<file path="src/rtl/core/bpl_pkg.sv">
package bpl_pkg;

  localparam int unsigned POINTS         = 1024;
  localparam int unsigned MEASURE_LEVELS = 256;

  localparam int unsigned MEAS_W  = $clog2(MEASURE_LEVELS);
  localparam int unsigned POINT_W = $clog2(POINTS);

  // two-level priority search over the bucket bitmap
  localparam int unsigned GROUP_W = 16;
  localparam int unsigned GROUPS  = MEASURE_LEVELS / GROUP_W;
  localparam int unsigned LOW_IW  = $clog2(GROUP_W);
  localparam int unsigned GRP_IW  = MEAS_W - LOW_IW;

  localparam int unsigned IN_DATA_W  = 24;
  localparam int unsigned OUT_DATA_W = 24;
  localparam int unsigned OUT_USED_W = MEAS_W + POINT_W + 2;

  typedef enum logic {
    FUNC_INSERT = 1'b0,
    FUNC_REMOVE = 1'b1
  } func_e;

  typedef struct packed {
    logic capture;
    logic update;
    logic group;
    logic level;
    logic fetch;
    logic load_out;
  } bpl_cmd_t;

endpackage

</file>
<file path="src/rtl/core/bpl_ctrl.sv">
module bpl_ctrl
  import bpl_pkg::*;
(
  input  logic      clk_i,
  input  logic      rst_ni,
  input  logic      in_valid_i,
  output logic      in_ready_o,
  output logic      out_valid_o,
  input  logic      out_ready_i,
  output bpl_cmd_t  cmd_o
);

  typedef enum logic [2:0] {
    S_IDLE,
    S_UPDATE,
    S_GROUP,
    S_LEVEL,
    S_FETCH,
    S_DONE
  } state_e;

  state_e state_q;
  logic   out_valid_q;
  logic   out_free;

  assign out_free = !out_valid_q || out_ready_i;

  always_comb begin
    cmd_o          = '0;
    cmd_o.capture  = (state_q == S_IDLE) && in_valid_i;
    cmd_o.update   = (state_q == S_UPDATE);
    cmd_o.group    = (state_q == S_GROUP);
    cmd_o.level    = (state_q == S_LEVEL);
    cmd_o.fetch    = (state_q == S_FETCH) || (state_q == S_DONE);
    cmd_o.load_out = (state_q == S_DONE) && out_free;
  end

  assign in_ready_o  = (state_q == S_IDLE);
  assign out_valid_o = out_valid_q;

  always_ff @(posedge clk_i or negedge rst_ni) begin
    if (!rst_ni) begin
      state_q     <= S_IDLE;
      out_valid_q <= 1'b0;
    end else begin
      if ((state_q == S_DONE) && out_free) begin
        out_valid_q <= 1'b1;
      end else if (out_ready_i) begin
        out_valid_q <= 1'b0;
      end
      case (state_q)
        S_IDLE: begin
          if (in_valid_i) begin
            state_q <= S_UPDATE;
          end
        end
        S_UPDATE: state_q <= S_GROUP;
        S_GROUP:  state_q <= S_LEVEL;
        S_LEVEL:  state_q <= S_FETCH;
        S_FETCH:  state_q <= S_DONE;
        S_DONE: begin
          if (out_free) begin
            state_q <= S_IDLE;
          end
        end
        default: state_q <= S_IDLE;
      endcase
    end
  end

endmodule

</file>
<file path="config.mk">
export PLATFORM = sky130hd
export DESIGN_NAME = bpl_ctrl
export DESIGN_NICKNAME = d
export VERILOG_FILES = /design/src/rtl/core/bpl_pkg.sv /design/src/rtl/core/bpl_ctrl.sv
export SDC_FILE = /design/constraint.sdc
export NUM_CORES = 1
export LEC_CHECK = 0
export BUFFER_PORTS_ARGS = -buffer_cell sky130_fd_sc_hd__buf_4
export CELL_PAD_IN_SITES_DETAIL_PLACEMENT = 0
export CELL_PAD_IN_SITES_GLOBAL_PLACEMENT = 2
export CORE_AREA = 5 5 42 44
export DETAILED_ROUTE_END_ITERATION = 8
export DIE_AREA = 0 0 47 49
export PLACE_DENSITY_LB_ADDON = 0.1
export REMOVE_ABC_BUFFERS = 1
export SYNTH_ARGS = -nofsm -noshare
export SYNTH_HDL_FRONTEND = slang
export SYNTH_SLANG_ARGS = --single-unit
</file>
<file path="constraint.sdc">
create_clock -name clk_i -period 1.25 [get_ports clk_i]
set_input_delay 0.1875 -clock clk_i [delete_from_list [all_inputs] [get_ports clk_i]]
set_output_delay 0.1875 -clock clk_i [all_outputs]
set_load 0.005 [all_outputs]
</file>
======== Word-level counts from Yosys, hierarchy flattened ========
Cells that the tools add are included.
W data, S select, Z words.
word-level totals
  output and inout port bits .............. 8
  word-level logic and storage cells ...... 22
  bits of input ports ..................... 4
  flip-flop bits (word level) ............. 4
operators by class
  reduce and logical (&&, ||, !) cells .... 8
  equality and inequality tests ........... 7
  mux-type cells .......................... 5
operator list
  kind                  count
  $pmux W3 S6           1
  $eq A3 B2 Y1 const B  2
  $eq A3 B3 Y1 const B  2
  $mux W3               2
  $ne A2 B2 Y1 const B  2
  $eq A3 B1 Y1 const B  1
  $logic_not A3 Y1      1
  $logic_and A1 B1 Y1   2
  $logic_or A1 B1 Y1    2
  $mux W1               2
  $reduce_and A2 Y1     1
  $reduce_bool A2 Y1    1
  $logic_not A1 Y1      1

======== Depth between registers and ports, before layout ========
Gate-level depths: netlist of the first run.
  depth in word-level cells ............... 4
  gate-level depth with buffers ........... 4
  mapped depth without buffers ............ 3

======== Least setup slack after synthesis of the first run ========
Ideal clock, no wire load.
  path kind ............................... register -> output
  start ................................... register state_q[1]
  end ..................................... output cmd_o[5] (netlist name)
  slack ................................... 0.239 ns
  buffers on the path ..................... 1
  data arrival time ....................... 0.824 ns
  required time ........................... 1.062 ns
  cell stages (with the launch flop) ...... 4
  path through ............................ dfrtp_1 buf_6 nor3_4 and2_1
RTL lines
  item                      line            text
  start: declaration        bpl_ctrl.sv:22  state_e state_q;
  start signal: assignment  bpl_ctrl.sv:43  state_q <= S_IDLE;
  start signal: assignment  bpl_ctrl.sv:54  state_q <= S_UPDATE;
  start signal: assignment  bpl_ctrl.sv:57  S_UPDATE: state_q <= S_GROUP;
  end: declaration          bpl_ctrl.sv:10  output bpl_cmd_t cmd_o

==> flow_metrics.tcl, run 1 <==
set metrics [dict create \
    post-route-cell-area_sq_um 415.4 \
    route.vias.total 232 \
    critPathBufInv 1 \
    initial_core_util_pct 19.46 \
    timing.critical_path.required_ps 1060 \
    grt_antenna_before_repair 0 \
    crit_family "flip-flops" \
    run_status "finished with violations" \
    worst-path-max-fanout 6 \
    p_leak_nw 0.2039 \
    tritoncts.num_buffers 3 \
    post_route_core_utilization_pct 29.64 \
    synth.lib_cells_used.distinct 16 \
    maxClockFrequency_mhz 758.1 \
    max-clock-path-buffers 2 \
    p_switching_mw 0.3478 \
    finalWirelength_microns 599 \
    worst_ep_arrival_time_ps 1130 \
    power_switching_share_pct 35.23 \
    clock_latency_ps 230 \
    slew-limit-headroom_pct 86.79 \
    cts_tree "yes" \
    syn_area_per_cell_sq_um 10.49 \
    critical_path.slowest_cell "sky130_fd_sc_hd__dfrtp_2" \
    wire_length_of_the_first_global_routing_pass_microns 993 \
    place.gp.congestion 0.6872 \
    timing.critical_path.from_type "flop" \
    area_delta_synth_final_pct 52.29 \
    cells_along_the_critical_path "nor3_4 -> and2_1 -> buf_4" \
    synth_warnings 0 \
    first_global_vias 225 \
    powerDensity_nw_per_um2 2377 \
    path_clk_slew_ps 40 \
    drc 0 \
    report.power.total_mw 0.9873 \
    cts_sink_cnt 4 \
    cts_max_level 1 \
    violated_checks "negative setup slack" \
    vias_per_cell 3.932 \
    vertical_die_dimension_microns 49 \
    ff_latch_count_synth 4 \
    syn_inst 26 \
    cts.root.buffer_cell "sky130_fd_sc_hd__clkbuf_4" \
    grt_max_degree 8 \
    worstMarginPinSlew_ps 196.7 \
    final_hold_viol_count 0 \
    timing.setup.tns_ps -125.2 \
    pwr-share-seq_pct 32.0 \
    dr.first_iter.drc_count 0 \
    die_footprint_sq_um 2303 \
    filler_cell_count 165 \
    floorplan.io_pins 12 \
    rsz0062_at_grt "yes" \
    finalSetupViolations 2 \
    final_antenna_net_count 0 \
    grt_overflow_total 0 \
    layout.cells.non_filler 59 \
    grt_use_total_pct 6.422 \
    critical_path.endpoint_type "primary output" \
    place_inst 51 \
    final.period_utilization_pct 105.5 \
    critical_path.max_stage_delay_ps 450 \
    final_critical_path_setup_slack_ps -69.08 \
    die_x_microns 47 \
    post_layout_net_count 49 \
    core_region_area_sq_um 1401 \
    placement_rows 14 \
    placement.setup.worst_slack_ps 58.00 \
    setup.worst_path.class "reg -> out" \
    firstDrtPassIters 1 \
    dp_hpwl_microns 472.2 \
    timing.max_cap.violations 0 \
    peakVddDrop_mv 0.7116 \
    maxSlewViolCount 0 \
    insertedDiodeCount 0 \
    routedWlPerCell_microns 10.15 \
    number_of_port_buffers 11 \
    hp-class "in -> reg" \
    synth_seq_area_share_pct 36.70 \
    timing.final.crit_period_ps 1319 \
    clock_power_share_pct 16.1 \
    intPower_mw 0.6395 \
    place_area_sq_um 349.1 \
    finClkSkew_ps 4.893 \
    whs_ps 249.7 \
    synth.cell_area_sq_um 272.8 \
    layout-drive-gt1-share_pct 65.12 \
    p_comb_share_pct 52.0 \
]
[per-layer routing]
layer | track usage, % | part of all wire [%] | wire length [microns] | vias to the layer above
li1 | - | - | - | 120
met1 | 7.965 | 44 | 266 | 103
met2 | 7.466 | 46 | 276 | 9
met3 | 4.797 | 9.5 | 57 | 0
met4 | 4.147 | 0 | 0 | 0
met5 | 0 | 0 | 0 | -
[power groups by stage]
stage                     clock network [mW]  logic, mW  registers, mW
final                                  0.158      0.513          0.316
after global routing                   0.173      0.575          0.328
after CTS                              0.166      0.500          0.316
after detailed placement                   0      0.422          0.324
after global placement                     0      0.418          0.322
after floorplan                            0      0.221          0.304
[worst reg2reg max path, stage by stage (launching register included)]
cell and delay (ps):
sky130_fd_sc_hd__dfrtp_2 450, sky130_fd_sc_hd__buf_4 150, sky130_fd_sc_hd__buf_4 130, sky130_fd_sc_hd__a221oi_2 250
[cell usage after synthesis]
cell type	instances	share of area, %
sky130_fd_sc_hd__nor3_4	1	6.0
sky130_fd_sc_hd__nand2_1	4	5.5
sky130_fd_sc_hd__or2b_1	1	2.8
sky130_fd_sc_hd__a21o_1	1	2.8
sky130_fd_sc_hd__buf_6	3	12
sky130_fd_sc_hd__nor3_1	1	1.8
sky130_fd_sc_hd__nor2_2	1	2.3
sky130_fd_sc_hd__and2_1	1	2.3
sky130_fd_sc_hd__nor2_1	2	2.8
sky130_fd_sc_hd__dfrtp_1	4	37
sky130_fd_sc_hd__nor2b_2	1	3.2
sky130_fd_sc_hd__nand2_2	1	2.3
sky130_fd_sc_hd__a221oi_2	1	5.5
sky130_fd_sc_hd__nor2b_4	1	5.0
sky130_fd_sc_hd__xnor2_1	1	3.2
sky130_fd_sc_hd__nor3b_1	2	5.5
[registers in the layout, summed over array words and instances (netlist names)]
register,flops
state_q,3
out_valid_o,1
[cell families after synthesis]
family | Yosys count | share of synthesized area (%)
simple gates | 16 | 39.45
flops | 4 | 36.70
buf+inv | 3 | 12.38
compound gates | 2 | 8.256
xor+xnor | 1 | 3.212
[path summary, 6_finish.rpt]
path	slack [ps]	cells past startpoint	end	startpoint
min	250	3	out_valid_o	out_ready_i
max reg2reg	170	3	state_q[0]	state_q[2]
max in group asynchronous	840	2	state_q[0]	rst_ni
min reg2reg	640	2	state_q[1]	state_q[0]
min in group asynchronous	290	2	state_q[2]	rst_ni
max	-70	3	cmd_o[5]	state_q[2]
[repair_timing]
item	4_1_cts	5_1_grt
buffers inserted	3	1
hold buffers	1	0
setup endpoints to repair	7	6
pin swaps	3	0
hold endpoints to repair	4	0
gates resized for setup	3	0
[area by class of cell]
class                           count  area, sq um  area share [%]
Timing Repair Buffer               17        130.1           31.33
Clock buffer                        3        22.52           5.422
Tap cell                           16        20.02           4.819
Sequential cell                     4        103.9           25.00
Multi-Input combinational cell     19        138.9           33.43
[cells in the final DEF (no fill, tap or decap)]
cell	Yosys	final
sky130_fd_sc_hd__a21o_1	1	1
sky130_fd_sc_hd__a221oi_2	1	1
sky130_fd_sc_hd__and2_1	1	1
sky130_fd_sc_hd__buf_4	0	16
sky130_fd_sc_hd__clkbuf_4	0	3
sky130_fd_sc_hd__dfrtp_1	4	1
sky130_fd_sc_hd__dfrtp_2	0	3
sky130_fd_sc_hd__dlygate4sd3_1	0	1
sky130_fd_sc_hd__nand2_1	4	4
sky130_fd_sc_hd__nand2_2	1	1
sky130_fd_sc_hd__nor2_1	2	2
sky130_fd_sc_hd__nor2_2	1	1
sky130_fd_sc_hd__nor2b_2	1	1
sky130_fd_sc_hd__nor2b_4	1	1
sky130_fd_sc_hd__nor3_1	1	1
sky130_fd_sc_hd__nor3_4	1	1
sky130_fd_sc_hd__nor3b_1	2	2
sky130_fd_sc_hd__or2b_1	1	1
sky130_fd_sc_hd__xnor2_1	1	1
No activity file was read; power rests on OpenSTA's default activity.
==> run 2, diff against run 1 <==
--- a/config.mk
+++ b/config.mk
@@ -5,6 +5,7 @@
 export SDC_FILE = /design/constraint.sdc
 export NUM_CORES = 1
 export LEC_CHECK = 0
+export ABC_AREA = 1
 export BUFFER_PORTS_ARGS = -buffer_cell sky130_fd_sc_hd__buf_4
 export CELL_PAD_IN_SITES_DETAIL_PLACEMENT = 0
 export CELL_PAD_IN_SITES_GLOBAL_PLACEMENT = 2
==> flow_metrics.tcl, run 2 <==
set metrics [dict create \
    flip_flop_count_of_the_largest_register_all_copies_and_words_added 3 \
    syn_inst 30 \
    synth_top_area_share_pct 48.19 \
    whs_ps 201.7 \
    die_footprint_sq_um 2303 \
    insertedDiodeCount 0 \
    worst_hold_startpoint "in_valid_i" \
    peakVddDrop_mv 0.6546 \
    timing.max_cap.violations 0 \
    placement_rows 14 \
    finClkSkew_ps 4.684 \
    dr.first_iter.drc_count 3 \
    final.period_utilization_pct 101.2 \
    synth.lib_cells_used.distinct 10 \
    timing.critical_path.required_ps 1060 \
    cp-startpoint "state_q[0]" \
    synth.top_cells.by_count "9 x sky130_fd_sc_hd__nor2_1, 5 x sky130_fd_sc_hd__nand2_1, 4 x sky130_fd_sc_hd__dfrtp_1, 4 x sky130_fd_sc_hd__inv_1, 3 x sky130_fd_sc_hd__a21oi_1" \
    maxClockFrequency_mhz 790.1 \
    layout-drive-gt1-share_pct 63.83 \
    rsz0062_at_grt "yes" \
    p_leak_nw 0.2106 \
    powerDensity_nw_per_um2 2425 \
    maxSlewViolCount 0 \
    worstMarginPinSlew_ps 210.4 \
    finalSetupViolations 1 \
    grt_antenna_before_repair 0 \
    dp_hpwl_microns 445 \
    run_status "finished with violations" \
    route.vias.total 238 \
    number_of_port_buffers 11 \
    finalWirelength_microns 612 \
    dominant_synthesized_flop_cell "sky130_fd_sc_hd__dfrtp_1" \
    place_area_sq_um 310.3 \
    crit_family "flip-flops" \
    final_critical_path_setup_slack_ps -15.60 \
    critical_path.max_stage_delay_ps 450 \
    cts.root.buffer_cell "sky130_fd_sc_hd__clkbuf_4" \
    path_clk_slew_ps 30 \
    cells_along_the_critical_path "nor3_1 -> buf_4" \
    r2r-start "state_q[0]" \
    initial_core_util_pct 14.82 \
    drc 0 \
    synth_warnings 0 \
    slew-limit-headroom_pct 85.86 \
    final_hold_viol_count 0 \
    grt_use_total_pct 6.078 \
    violated_checks "negative setup slack" \
    hp-class "in -> reg" \
    postSynth.asyncResetShare_pct 100.0 \
    worst-path-max-fanout 5 \
    vias_per_cell 3.778 \
    tritoncts.num_buffers 3 \
    cts_max_level 1 \
    firstDrtPassIters 2 \
    place.gp.congestion 0.6767 \
    final_antenna_net_count 0 \
    syn_area_per_cell_sq_um 6.923 \
    max-clock-path-buffers 2 \
    post_layout_net_count 53 \
    synth.cell_area_sq_um 207.7 \
    post-route-cell-area_sq_um 414.1 \
    number_of_enable_type_register_cells_in_the_synthesized_netlist 0 \
    wire_length_of_the_first_global_routing_pass_microns 959 \
    place_inst 57 \
    yosysMostFrequentCell "sky130_fd_sc_hd__nor2_1" \
    setup.reg_to_reg.worst_slack_ps 230 \
    cts_tree "yes" \
    critical_path.slowest_cell "sky130_fd_sc_hd__dfrtp_2" \
    final_cell_mix "10 x sky130_fd_sc_hd__buf_4, 5 x sky130_fd_sc_hd__nor2_1" \
    critPathBufInv 1 \
    setup.worst_path.class "reg -> out" \
    grt_overflow_total 0 \
    floorplan.io_pins 12 \
    core_region_area_sq_um 1401 \
    clock_latency_ps 240 \
    post_route_core_utilization_pct 29.55 \
    timing.final.crit_period_ps 1266 \
    worst_ep_arrival_time_ps 1080 \
    leading_area_contributor_after_synthesis "sky130_fd_sc_hd__dfrtp_1" \
    max_flop_register "state_q" \
    first_global_vias 243 \
    vertical_die_dimension_microns 49 \
    area_delta_synth_final_pct 99.40 \
    timing.critical_path.from_type "flop" \
    ys_top_cells_by_area "sky130_fd_sc_hd__dfrtp_1 48%, sky130_fd_sc_hd__nor2_1 16%, sky130_fd_sc_hd__nand2_1 9.0%" \
    cts_sink_cnt 4 \
    routedWlPerCell_microns 9.714 \
    grt_max_degree 7 \
    report.power.total_mw 1.004 \
    placement.setup.worst_slack_ps 170.1 \
    critical_path.endpoint_type "primary output" \
    synth_seq_area_share_pct 48.19 \
    layout.cells.non_filler 63 \
    die_x_microns 47 \
    ff_latch_count_synth 4 \
    final_common_cell "sky130_fd_sc_hd__buf_4" \
    timing.setup.tns_ps -15.60 \
]
-- run 2: cell count changes after synthesis, sizes merged, moves of 2 or more --
cell / change
nor2: +6
inv: +5
a21oi: +3
buf: -3
nor2b: -2
nor3b: -2
-- run 2: cell type report --
type                    instances  area (sq um)
clock buffers                   3         22.52
fillers                       162         987.2
inverters                       5         18.77
multi-input cells              21         130.1
flip-flops and latches          4         103.9
well taps                      16         20.02
repair buffers                 14         118.9
-- run 2: timing repair --
item	4_1_cts	5_1_grt
hold buffers	1	0
pin swaps	2	3
setup endpoints to repair	3	6
cloned	0	0
resized for setup	2	17
buffers inserted	2	0
hold endpoints to repair	4	0
-- run 2: path summary, 6_finish.rpt --
kind                               end  depth (start not counted)
max                           cmd_o[3]                          2
min                         state_q[0]                          3
max reg2reg                 state_q[2]                          5
min reg2reg                out_valid_o                          2
max in group asynchronous   state_q[0]                          2
min in group asynchronous   state_q[2]                          2
-- run 2: report_power, final --
group / switching (mW) / total [mW] / internal, mW
registers: 0.0976 / 0.292 / 0.195
clock network: 0.0531 / 0.161 / 0.107
logic: 0.246 / 0.551 / 0.306
total: 0.396 / 1.00 / 0.608
-- run 2: tightest hold or removal path: cells and delay by family --
kind / cells / cell delay (ps)
AND/OR/NAND/NOR: 2 / 130
buffers and inverters: 1 / 80
-- run 2: cell families (layout without fill, tap and decap cells) --
family | Yosys count | after routing | share of synthesized area, %
AOI/OAI and AO/OA | 4 | 4 | 9.634
and+or+nand+nor | 17 | 17 | 33.13
DFF | 4 | 4 | 48.19
buffers and inverters | 5 | 22 | 9.032
-- run 2: metal layers --
| layer | vias up | track usage, % | part of all wire [%] |
|---|---|---|---|
| met3 | 0 | 6.642 | 12 |
| li1 | 126 | - | - |
| met4 | 0 | 0 | 0 |
| met1 | 103 | 6.667 | 36 |
| met2 | 9 | 8.597 | 52 |
| met5 | - | 0 | 0 |
